[src/rtl/pbsd_pkg.sv]
`default_nettype none

package pbsd_pkg;

    // Configuration port
    localparam int PADDR_W = 3;
    localparam logic REG_SEGMENT_LENGTH = 1'b0;   // register index, paddr[2]
    localparam logic [31:0] SEGMENT_LENGTH_RESET = 32'd1;

    // Header byte that is skipped
    localparam logic [7:0] SKIP_HEADER = 8'h80;

    // Result queue depth (two words may enter per cycle)
    localparam int FIFO_DEPTH = 4;

    typedef enum logic [1:0] {
        MODE_HEADER  = 2'd0,
        MODE_LITERAL = 2'd1,
        MODE_REPEAT  = 2'd2,
        MODE_FULL    = 2'd3
    } mode_t;

    typedef struct packed {
        logic [7:0] data_byte;
        logic       segment_end;
    } in_word_t;

    typedef struct packed {
        logic [7:0]  out_value;
        logic [31:0] repeat_count;
        logic [31:0] out_position;
        logic        missing_data;
        logic        segment_last;
    } out_word_t;

    // Words handed from the decoder to the result queue in one cycle
    typedef struct packed {
        logic      first_valid;
        logic      second_valid;
        out_word_t first;
        out_word_t second;
    } push_t;

endpackage

`default_nettype wire

[src/rtl/pbsd_core.sv]
`default_nettype none

module pbsd_core (
    input  wire logic             clk,
    input  wire logic             rst_n,
    input  wire logic             take,
    input  wire pbsd_pkg::in_word_t in_word,
    input  wire logic [31:0]      segment_length,
    output pbsd_pkg::push_t       push
);
    import pbsd_pkg::*;

    mode_t       mode_reg, mode_next;
    logic [7:0]  run_reg, run_next;
    logic [31:0] rem_reg, rem_next;
    logic [31:0] pos_reg, pos_next;
    logic        fresh_reg, fresh_next;

    // State seen by this word, after the start-of-segment load
    mode_t       mode_eff;
    logic [7:0]  run_eff;
    logic [31:0] rem_eff;
    logic [31:0] pos_eff;

    logic [31:0] run_wide;
    logic [31:0] rep_count;
    logic [31:0] adv;
    logic [31:0] rem_adv;
    logic [31:0] pos_adv;
    logic        data_item;
    out_word_t   data_word;
    out_word_t   final_word;

    // Start of segment: load length, clear position and run
    always_comb
    begin
        if (fresh_reg)
        begin
            rem_eff  = segment_length;
            pos_eff  = '0;
            run_eff  = '0;
            mode_eff = (segment_length == '0) ? MODE_FULL : MODE_HEADER;
        end
        else
        begin
            rem_eff  = rem_reg;
            pos_eff  = pos_reg;
            run_eff  = run_reg;
            mode_eff = mode_reg;
        end
    end

    // Run length clipped to what the segment still owes
    assign run_wide  = {24'd0, run_eff};
    assign rep_count = (run_wide > rem_eff) ? rem_eff : run_wide;
    assign adv       = (mode_eff == MODE_LITERAL) ? 32'd1 : rep_count;
    assign rem_adv   = rem_eff - adv;
    assign pos_adv   = pos_eff + adv;

    // Next state and result words
    always_comb
    begin
        mode_next  = mode_eff;
        run_next   = run_eff;
        rem_next   = rem_eff;
        pos_next   = pos_eff;
        fresh_next = 1'b0;
        data_item  = 1'b0;

        data_word.out_value    = in_word.data_byte;
        data_word.repeat_count = adv;
        data_word.out_position = pos_eff;
        data_word.missing_data = 1'b0;
        data_word.segment_last = 1'b0;

        case (mode_eff)
            MODE_HEADER:
            begin
                if (!in_word.segment_end)
                begin
                    if (!in_word.data_byte[7])
                    begin
                        run_next  = in_word.data_byte + 8'd1;
                        mode_next = MODE_LITERAL;
                    end
                    else if (in_word.data_byte != SKIP_HEADER)
                    begin
                        run_next  = 8'd1 - in_word.data_byte;
                        mode_next = MODE_REPEAT;
                    end
                end
            end
            MODE_LITERAL:
            begin
                data_item = 1'b1;
                run_next  = run_eff - 8'd1;
                rem_next  = rem_adv;
                pos_next  = pos_adv;
                if (rem_adv == '0)
                    mode_next = MODE_FULL;
                else if (run_eff == 8'd1)
                    mode_next = MODE_HEADER;
                else
                    mode_next = MODE_LITERAL;
            end
            MODE_REPEAT:
            begin
                data_item = 1'b1;
                run_next  = '0;
                rem_next  = rem_adv;
                pos_next  = pos_adv;
                mode_next = (rem_adv == '0) ? MODE_FULL : MODE_HEADER;
            end
            default:
            begin
                mode_next = MODE_FULL;
            end
        endcase

        // Closing word; a short segment reports a zero fill
        final_word.out_value    = 8'd0;
        final_word.repeat_count = rem_next;
        final_word.out_position = pos_next;
        final_word.missing_data = (rem_next != '0);
        final_word.segment_last = 1'b1;

        if (in_word.segment_end)
        begin
            fresh_next = 1'b1;
            mode_next  = MODE_HEADER;
            run_next   = '0;
        end
    end

    // Words to the result queue, data word first
    always_comb
    begin
        push.first_valid  = take && (data_item || in_word.segment_end);
        push.second_valid = take && data_item && in_word.segment_end;
        push.first        = data_item ? data_word : final_word;
        push.second       = final_word;
    end

    // Decoder state
    always_ff @(posedge clk or negedge rst_n)
    begin
        if (!rst_n)
        begin
            mode_reg  <= MODE_HEADER;
            run_reg   <= '0;
            rem_reg   <= '0;
            pos_reg   <= '0;
            fresh_reg <= 1'b1;
        end
        else if (take)
        begin
            mode_reg  <= mode_next;
            run_reg   <= run_next;
            rem_reg   <= rem_next;
            pos_reg   <= pos_next;
            fresh_reg <= fresh_next;
        end
    end

endmodule

`default_nettype wire

[src/rtl/pbsd_fifo.sv]
`default_nettype none

module pbsd_fifo #(
    parameter int Depth = pbsd_pkg::FIFO_DEPTH
) (
    input  wire logic               clk,
    input  wire logic               rst_n,
    input  wire pbsd_pkg::push_t    push,
    output logic                    room,
    output logic                    out_valid,
    input  wire logic               out_stall,
    output pbsd_pkg::out_word_t     out_word
);
    import pbsd_pkg::*;

    localparam int PtrW = (Depth > 1) ? $clog2(Depth) : 1;
    localparam int CntW = $clog2(Depth + 1);
    localparam logic [PtrW-1:0] LastPtr = PtrW'(Depth - 1);
    localparam logic [CntW-1:0] RoomLimit = CntW'(Depth - 2);

    out_word_t       slot_reg [Depth];
    logic [PtrW-1:0] wptr_reg, wptr_next;
    logic [PtrW-1:0] wptr_plus1;
    logic [PtrW-1:0] rptr_reg, rptr_next;
    logic [CntW-1:0] count_reg, count_next;
    logic            pop;
    logic [1:0]      push_n;

    function automatic logic [PtrW-1:0] ptr_inc(input logic [PtrW-1:0] p);
        ptr_inc = (p == LastPtr) ? '0 : p + PtrW'(1);
    endfunction

    assign pop        = out_valid && !out_stall;
    assign push_n     = {1'b0, push.first_valid} + {1'b0, push.second_valid};
    assign wptr_plus1 = ptr_inc(wptr_reg);

    // Pointers and fill level
    always_comb
    begin
        case (push_n)
            2'd1:    wptr_next = wptr_plus1;
            2'd2:    wptr_next = ptr_inc(wptr_plus1);
            default: wptr_next = wptr_reg;
        endcase
        rptr_next  = pop ? ptr_inc(rptr_reg) : rptr_reg;
        count_next = count_reg + CntW'(push_n) - CntW'(pop);
    end

    always_ff @(posedge clk or negedge rst_n)
    begin
        if (!rst_n)
        begin
            wptr_reg  <= '0;
            rptr_reg  <= '0;
            count_reg <= '0;
        end
        else
        begin
            wptr_reg  <= wptr_next;
            rptr_reg  <= rptr_next;
            count_reg <= count_next;
        end
    end

    // Slot storage, up to two words written per cycle
    always_ff @(posedge clk)
    begin
        if (push.first_valid)
            slot_reg[wptr_reg] <= push.first;
        if (push.second_valid)
            slot_reg[wptr_plus1] <= push.second;
    end

    // Room for two words means a new input byte may be taken
    assign room      = (count_reg <= RoomLimit);
    assign out_valid = (count_reg != '0);
    assign out_word  = slot_reg[rptr_reg];

endmodule

`default_nettype wire

[src/rtl/packbits_segment_decoder.sv]
`default_nettype none
// Channel    | Handshake              | Word
// -----------+------------------------+--------------------------------------
// byte_*     | byte_valid, byte_stall | in_word_t: data_byte, segment_end
// run_*      | run_valid, run_stall   | out_word_t: value, count, position, flags
// APB        | psel, penable, pready  | segment_length at byte address 0
//
// One compressed byte is taken per cycle unless byte_stall is high; the decoder state
// updates in a single pass. A byte that carries segment_end may yield two result
// words, both queued together; the result queue lets input continue meanwhile.
// byte_stall rises when the result queue has fewer than two free slots.
// Reset clears the decoder state and queue; segment_length resets to 1.

module packbits_segment_decoder #(
    parameter int FifoDepth = pbsd_pkg::FIFO_DEPTH
) (
    input  wire logic                            clk,
    input  wire logic                            rst_n,
    input  wire logic                            byte_valid,
    output logic                                 byte_stall,
    input  wire pbsd_pkg::in_word_t              byte_data,
    output logic                                 run_valid,
    input  wire logic                            run_stall,
    output pbsd_pkg::out_word_t                  run_data,
    input  wire logic                            psel,
    input  wire logic                            penable,
    input  wire logic                            pwrite,
    input  wire logic [pbsd_pkg::PADDR_W-1:0]    paddr,
    input  wire logic [31:0]                     pwdata,
    output logic [31:0]                          prdata,
    output logic                                 pready
);
    import pbsd_pkg::*;

    logic [31:0] seg_len_reg;
    logic        take;
    logic        room;
    push_t       push;

    // Configuration register
    assign pready = 1'b1;

    always_ff @(posedge clk or negedge rst_n)
    begin
        if (!rst_n)
            seg_len_reg <= SEGMENT_LENGTH_RESET;
        else if (psel && penable && pwrite && (paddr[2] == REG_SEGMENT_LENGTH))
            seg_len_reg <= pwdata;
    end

    assign prdata = (paddr[2] == REG_SEGMENT_LENGTH) ? seg_len_reg : '0;

    // Input handshake
    assign byte_stall = !room;
    assign take       = byte_valid && room;

    pbsd_core u_core (
        .clk            (clk),
        .rst_n          (rst_n),
        .take           (take),
        .in_word        (byte_data),
        .segment_length (seg_len_reg),
        .push           (push)
    );

    pbsd_fifo #(
        .Depth (FifoDepth)
    ) u_fifo (
        .clk       (clk),
        .rst_n     (rst_n),
        .push      (push),
        .room      (room),
        .out_valid (run_valid),
        .out_stall (run_stall),
        .out_word  (run_data)
    );

endmodule

`default_nettype wire

[config.mk]
export PLATFORM = sky130hd
export DESIGN_NAME = packbits_segment_decoder
export DESIGN_NICKNAME = d
export VERILOG_FILES = /design/src/rtl/pbsd_pkg.sv /design/src/rtl/pbsd_core.sv /design/src/rtl/pbsd_fifo.sv /design/src/rtl/packbits_segment_decoder.sv
export SDC_FILE = /design/constraint.sdc
export NUM_CORES = 1
export LEC_CHECK = 0
export BUFFER_PORTS_ARGS = -buffer_cell sky130_fd_sc_hd__buf_4
export CORE_MARGIN = 5
export CORE_UTILIZATION = 35
export CTS_BUF_LIST = sky130_fd_sc_hd__clkbuf_4
export DETAILED_ROUTE_END_ITERATION = 6
export GPL_TIMING_DRIVEN = 0
export PLACE_DENSITY_LB_ADDON = 0.3
export SLEW_MARGIN = 5
export SYNTH_ARGS = -nofsm -noshare
export SYNTH_HDL_FRONTEND = slang
export SYNTH_HIERARCHICAL = 1
export SYNTH_SLANG_ARGS = --single-unit
[constraint.sdc]
create_clock -name clk -period 7.35 [get_ports clk]
set_input_delay 1.47 -clock clk [delete_from_list [all_inputs] [get_ports clk]]
set_output_delay 1.47 -clock clk [all_outputs]
set_load 0.02 [all_outputs]
==> flow_summary_export.csv <==
group,metric,value,unit
outcome,run_status,"finished clean",
sta,setup_violations,0,
setup_path,worst_path_most_repeated_cell,"sky130_fd_sc_hd__clkbuf_2",
clocking,numClockSinks,410,
place,gp_congestion,0.925,
floorplanning,i_o_pin_cnt,160,
yosys,synth.avg_cell_area,12.5,sq um
yosys,synthFlopType,"sky130_fd_sc_hd__edfxtp_1",
yosys,synth_xor_area_frac,0.0188,
place,place.port_buffers,154,
yosys,yosys_register_bits,410,
layout,largest_register_ff_count,296,
layout,synthToLayoutAreaGrowth,17.3,%
layout,final_layout_size_suffix_gt1_frac,0.388,
sta,finalCriticalPeriod,7060,ps
floorplanning,fp.dieArea,80000,sq um
setup_path,ws_path_type,"register to register",
global_routing,global_route.usage.met2,0.353,
global_routing,global_route.usage.met1,0.258,
setup_path,r2r_path_end,"u_fifo/slot_reg[0][38]",
clocking,clock_tree.buffer_depth,3,
sta,timing_worst_slew_pin_value,1200,ps
layout,area_of_the_multi_input_gates,13500,sq um
clocking,clk-insertion-delay-late,890,ps
sta,setup_repair_after_global_routing_missed_its_margin,"false",
job,maxCapViolations,0,
yosys,synth_mux_area_frac,0.255,
worst_hold_path,min-delay-start,"u_core/pos_reg[27]",
place,dpl-instance-area,28800,sq um
yosys,synth_compound_area_frac,0.0939,
yosys,synth_top_family_by_area,"multiplexers",
sta,setup_clock_skew_after_layout,60.1,ps
clocking,htree_levels,3,
sta,report.final.slew_viol_count,0,
yosys,yosys.cell_types.count,99,
setup_path,critical_path_peak_fanout,10,
global_routing,global_route.peak_usage_layer,"met2",
place,hpwlAfterDp,58100,microns
clocking,cts_root_buffer,"sky130_fd_sc_hd__clkbuf_4",
drt,drtPass1Iterations,5,
yosys,yosys.cell_count.top_type,"sky130_fd_sc_hd__mux2_2",
layout,nFillCells,7090,
drt,drt-initial-drc-count,1277,
power_and_ir_drop,max-vdd-ir-drop,172,uV
setup_path,crit_path_end_kind,"register",
layout,fin_nets,2563,
yosys,yosysSeqAreaShare,0.451,
setup_path,timing.critical_path.cells,"buf_4 -> buf_6 -> clkbuf_8 -> buf_8 -> nand2_1 -> nor3_4 -> a21oi_1 -> inv_1 -> ha_1 -> clkbuf_2 -> clkbuf_2 -> clkbuf_2 -> buf_1 -> clkbuf_2 -> buf_1 -> o22ai_1 -> mux2_2",
sta,slew_headroom,0.198,
global_routing,antenna_violations_before_repair,3,
yosys,synthCells,2090,
layout,final_area,30600,sq um
setup_path,critical-path-slowest-cell,"sky130_fd_sc_hd__buf_1",
drt,drc_errors,0,
yosys,synth-simple-area-share,0.0904,
yosys,synth_top_area_share,0.341,
layout,area.sequential,11700,sq um
global_routing,number_of_global_route_vias_before_repair,19900,
drt,avgRoutedWirePerCell,23.4,microns
setup_path,startpoint_type,"register",
worst_hold_path,class_of_the_most_critical_hold_timing_path,"register to register",
yosys,cell_type_contributing_the_most_total_cell_area_after_synthesis,"sky130_fd_sc_hd__edfxtp_1",
sta,finalHoldViolations,0,
global_routing,grt_pass1_wl,123000,microns
drt,postRouteWirelength,81800,microns
global_routing,global_route.usage.met3,0.0358,
clocking,cts_tree,"built",
setup_path,cp.arrival,7660,ps
power_and_ir_drop,p_leak,12.6,nW
yosys,adder_cell_fraction_of_synth_area,0.0451,
drt,route.detailed.vias_per_inst,5.39,
floorplanning,initial_core_util,0.352,
floorplanning,placement_rows,100,
setup_path,reg2reg_setup_slack,290,ps
setup_path,critPathMaxStageDelay,930,ps
drt,ant_nets,0,
yosys,yosys-top-cells-area,"sky130_fd_sc_hd__edfxtp_1 (34%), sky130_fd_sc_hd__mux2_2 (16%), sky130_fd_sc_hd__dfrtp_1 (11%), sky130_fd_sc_hd__mux4_2 (6.4%), sky130_fd_sc_hd__ha_1 (4.3%)",
power_and_ir_drop,cellPowerDensity,456,nW/um^2
floorplanning,core_area,74100,sq um
sta,period_share,0.960,
worst_hold_path,min_delay_path_depth,2,
floorplanning,die-height,283,microns
worst_hold_path,hold-path-endpoint,"u_core/pos_reg[27]",
sta,layout_setup_ws,293,ps
sta,clock.fmax,142,MHz
clocking,numCtsBuffers,111,
floorplanning,dieWidth,283,microns
setup_path,worst-r2r-cell-count,17,
yosys,synth-async-reset-ratio,0.278,
place,place_ws,-2840,ps
setup_path,rr_startpoint,"u_core/fresh_reg",
yosys,number_of_enable_flip_flop_cells_after_synthesis,296,
global_routing,globalRouteOverflowTotal,0,
clocking,clk_slew_on_worst_s_h_paths,60,ps
global_routing,grt_start_max_net_pins,70,
drt,route.vias.total,18800,
yosys,synth_top_cells_by_count,"sky130_fd_sc_hd__mux2_2 (376), sky130_fd_sc_hd__edfxtp_1 (296), sky130_fd_sc_hd__dfrtp_1 (112)",
global_routing,gr_util_all_layers,0.202,
yosys,yosys_warnings,6,
yosys,syn_area,26000,sq um
setup_path,critPathRequiredTime,7950,ps
cell usage in the layout (no fill, tap or decap), types with 15 or more instances in the layout:
cell | Yosys | final
sky130_fd_sc_hd__o21a_1 | 21 | 21
sky130_fd_sc_hd__and2_1 | 26 | 26
sky130_fd_sc_hd__dfrtp_1 | 112 | 112
sky130_fd_sc_hd__clkinv_1 | 0 | 21
sky130_fd_sc_hd__nand2_1 | 111 | 107
sky130_fd_sc_hd__buf_4 | 15 | 174
sky130_fd_sc_hd__mux4_2 | 74 | 74
sky130_fd_sc_hd__xnor2_1 | 36 | 36
sky130_fd_sc_hd__clkbuf_4 | 1 | 179
sky130_fd_sc_hd__o21ai_0 | 56 | 55
sky130_fd_sc_hd__nor2_1 | 95 | 93
sky130_fd_sc_hd__mux2_2 | 376 | 376
sky130_fd_sc_hd__nor2b_1 | 69 | 69
sky130_fd_sc_hd__nor4_1 | 20 | 17
sky130_fd_sc_hd__a21o_1 | 31 | 31
sky130_fd_sc_hd__o211ai_1 | 15 | 15
sky130_fd_sc_hd__inv_1 | 86 | 86
sky130_fd_sc_hd__xor2_1 | 20 | 20
sky130_fd_sc_hd__conb_1 | 3 | 56
sky130_fd_sc_hd__clkbuf_1 | 43 | 35
sky130_fd_sc_hd__buf_2 | 23 | 21
sky130_fd_sc_hd__mux2_4 | 30 | 30
sky130_fd_sc_hd__buf_6 | 28 | 30
sky130_fd_sc_hd__mux2i_1 | 28 | 27
sky130_fd_sc_hd__a31oi_1 | 16 | 15
sky130_fd_sc_hd__a22o_1 | 20 | 19
sky130_fd_sc_hd__edfxtp_1 | 296 | 296
sky130_fd_sc_hd__a21oi_1 | 83 | 81
sky130_fd_sc_hd__ha_1 | 89 | 89
sky130_fd_sc_hd__nand4_1 | 19 | 19
sky130_fd_sc_hd__nand3_1 | 22 | 22
sky130_fd_sc_hd__nor3_1 | 28 | 26
sky130_fd_sc_hd__o22ai_1 | 15 | 15
timing repair:
action / CTS / global route
pin swaps: 3 / 9
buffers inserted: 2 / 3
hold buffers: 0 / 0
resized for setup: 29 / 20
endpoints found under the setup margin: 650 / 134
per-layer routing:
layer	up-vias	routed length (microns)
met5	-	0
met4	0	2040
met3	145	4090
met2	568	40900
met1	9441	34800
li1	8671	-
critical path, delay by kind of cell, from the launching register on:
kind            cells  cell delay, ps
buf+inv            11            4610
compound gates      2             540
flops               1             510
simple gates        2             430
mux                 1             360
fa+ha+maj           1             260
through the flow:
stage | util | std cells | hold WS [ps] | TNS [ps] | power, mW
after floorplan | - | 2143 | 442 | 0 | 8.96
after global placement | 0.386 | 3266 | 463 | -2140190 | 11.5
after detailed placement | 0.389 | 3271 | 477 | -1416350 | 11.6
after CTS | 0.411 | 3483 | 466 | 0 | 13.9
after global routing | 0.413 | 3491 | 484 | 0 | 14.8
final | 0.413 | 3491 | 486 | 0 | 13.9
where the power goes:
group | switching [mW] | internal [mW] | total (mW) | leakage [nW]
Combinational | 4.95 | 3.37 | 8.32 | 7.53
Sequential | 0.241 | 3.23 | 3.47 | 4.13
Clock | 0.977 | 1.17 | 2.14 | 0.917
Total | 6.17 | 7.76 | 13.9 | 12.6
cells by family (layout without fill, tap and decap cells):
kind of cell,count (synthesis),in the layout
multiplexers,508,508
AND/OR/NAND/NOR,451,451
flip-flops,410,410
AO/OA/AOI/OAI,359,359
buffers and inverters,211,585
adder cells (fa/ha/maj),92,92
XOR/XNOR,56,56
other,3,61
layout make-up:
type / count / share of cell area
Inverter: 86 / 0.0106
Timing Repair Buffer: 164 / 0.0437
Clock buffer: 178 / 0.0437
Clock inverter: 32 / 0.00602
Tap cell: 969 / 0.0397
Sequential cell: 410 / 0.384
Antenna cell: 5 / 0.000409
Multi-Input combinational cell: 1522 / 0.442
Buffer: 125 / 0.0301
how the worst max path moves through the flow:
stage                                 from                      to  slack [ps]  cells past startpoint
after floorplan           u_core/fresh_reg   u_fifo/slot_reg[0][0]         760                     20
after global placement    u_core/fresh_reg  u_fifo/slot_reg[2][51]       -5230                     20
after detailed placement  u_core/fresh_reg  u_fifo/slot_reg[3][47]       -2840                     21
after CTS                 u_core/fresh_reg   u_fifo/slot_reg[1][1]          40                     27
after global routing      u_core/fresh_reg   u_fifo/slot_reg[1][1]          30                     27
final                     u_core/fresh_reg  u_fifo/slot_reg[0][38]         290                     17
(Power assumes the default switching activity.)
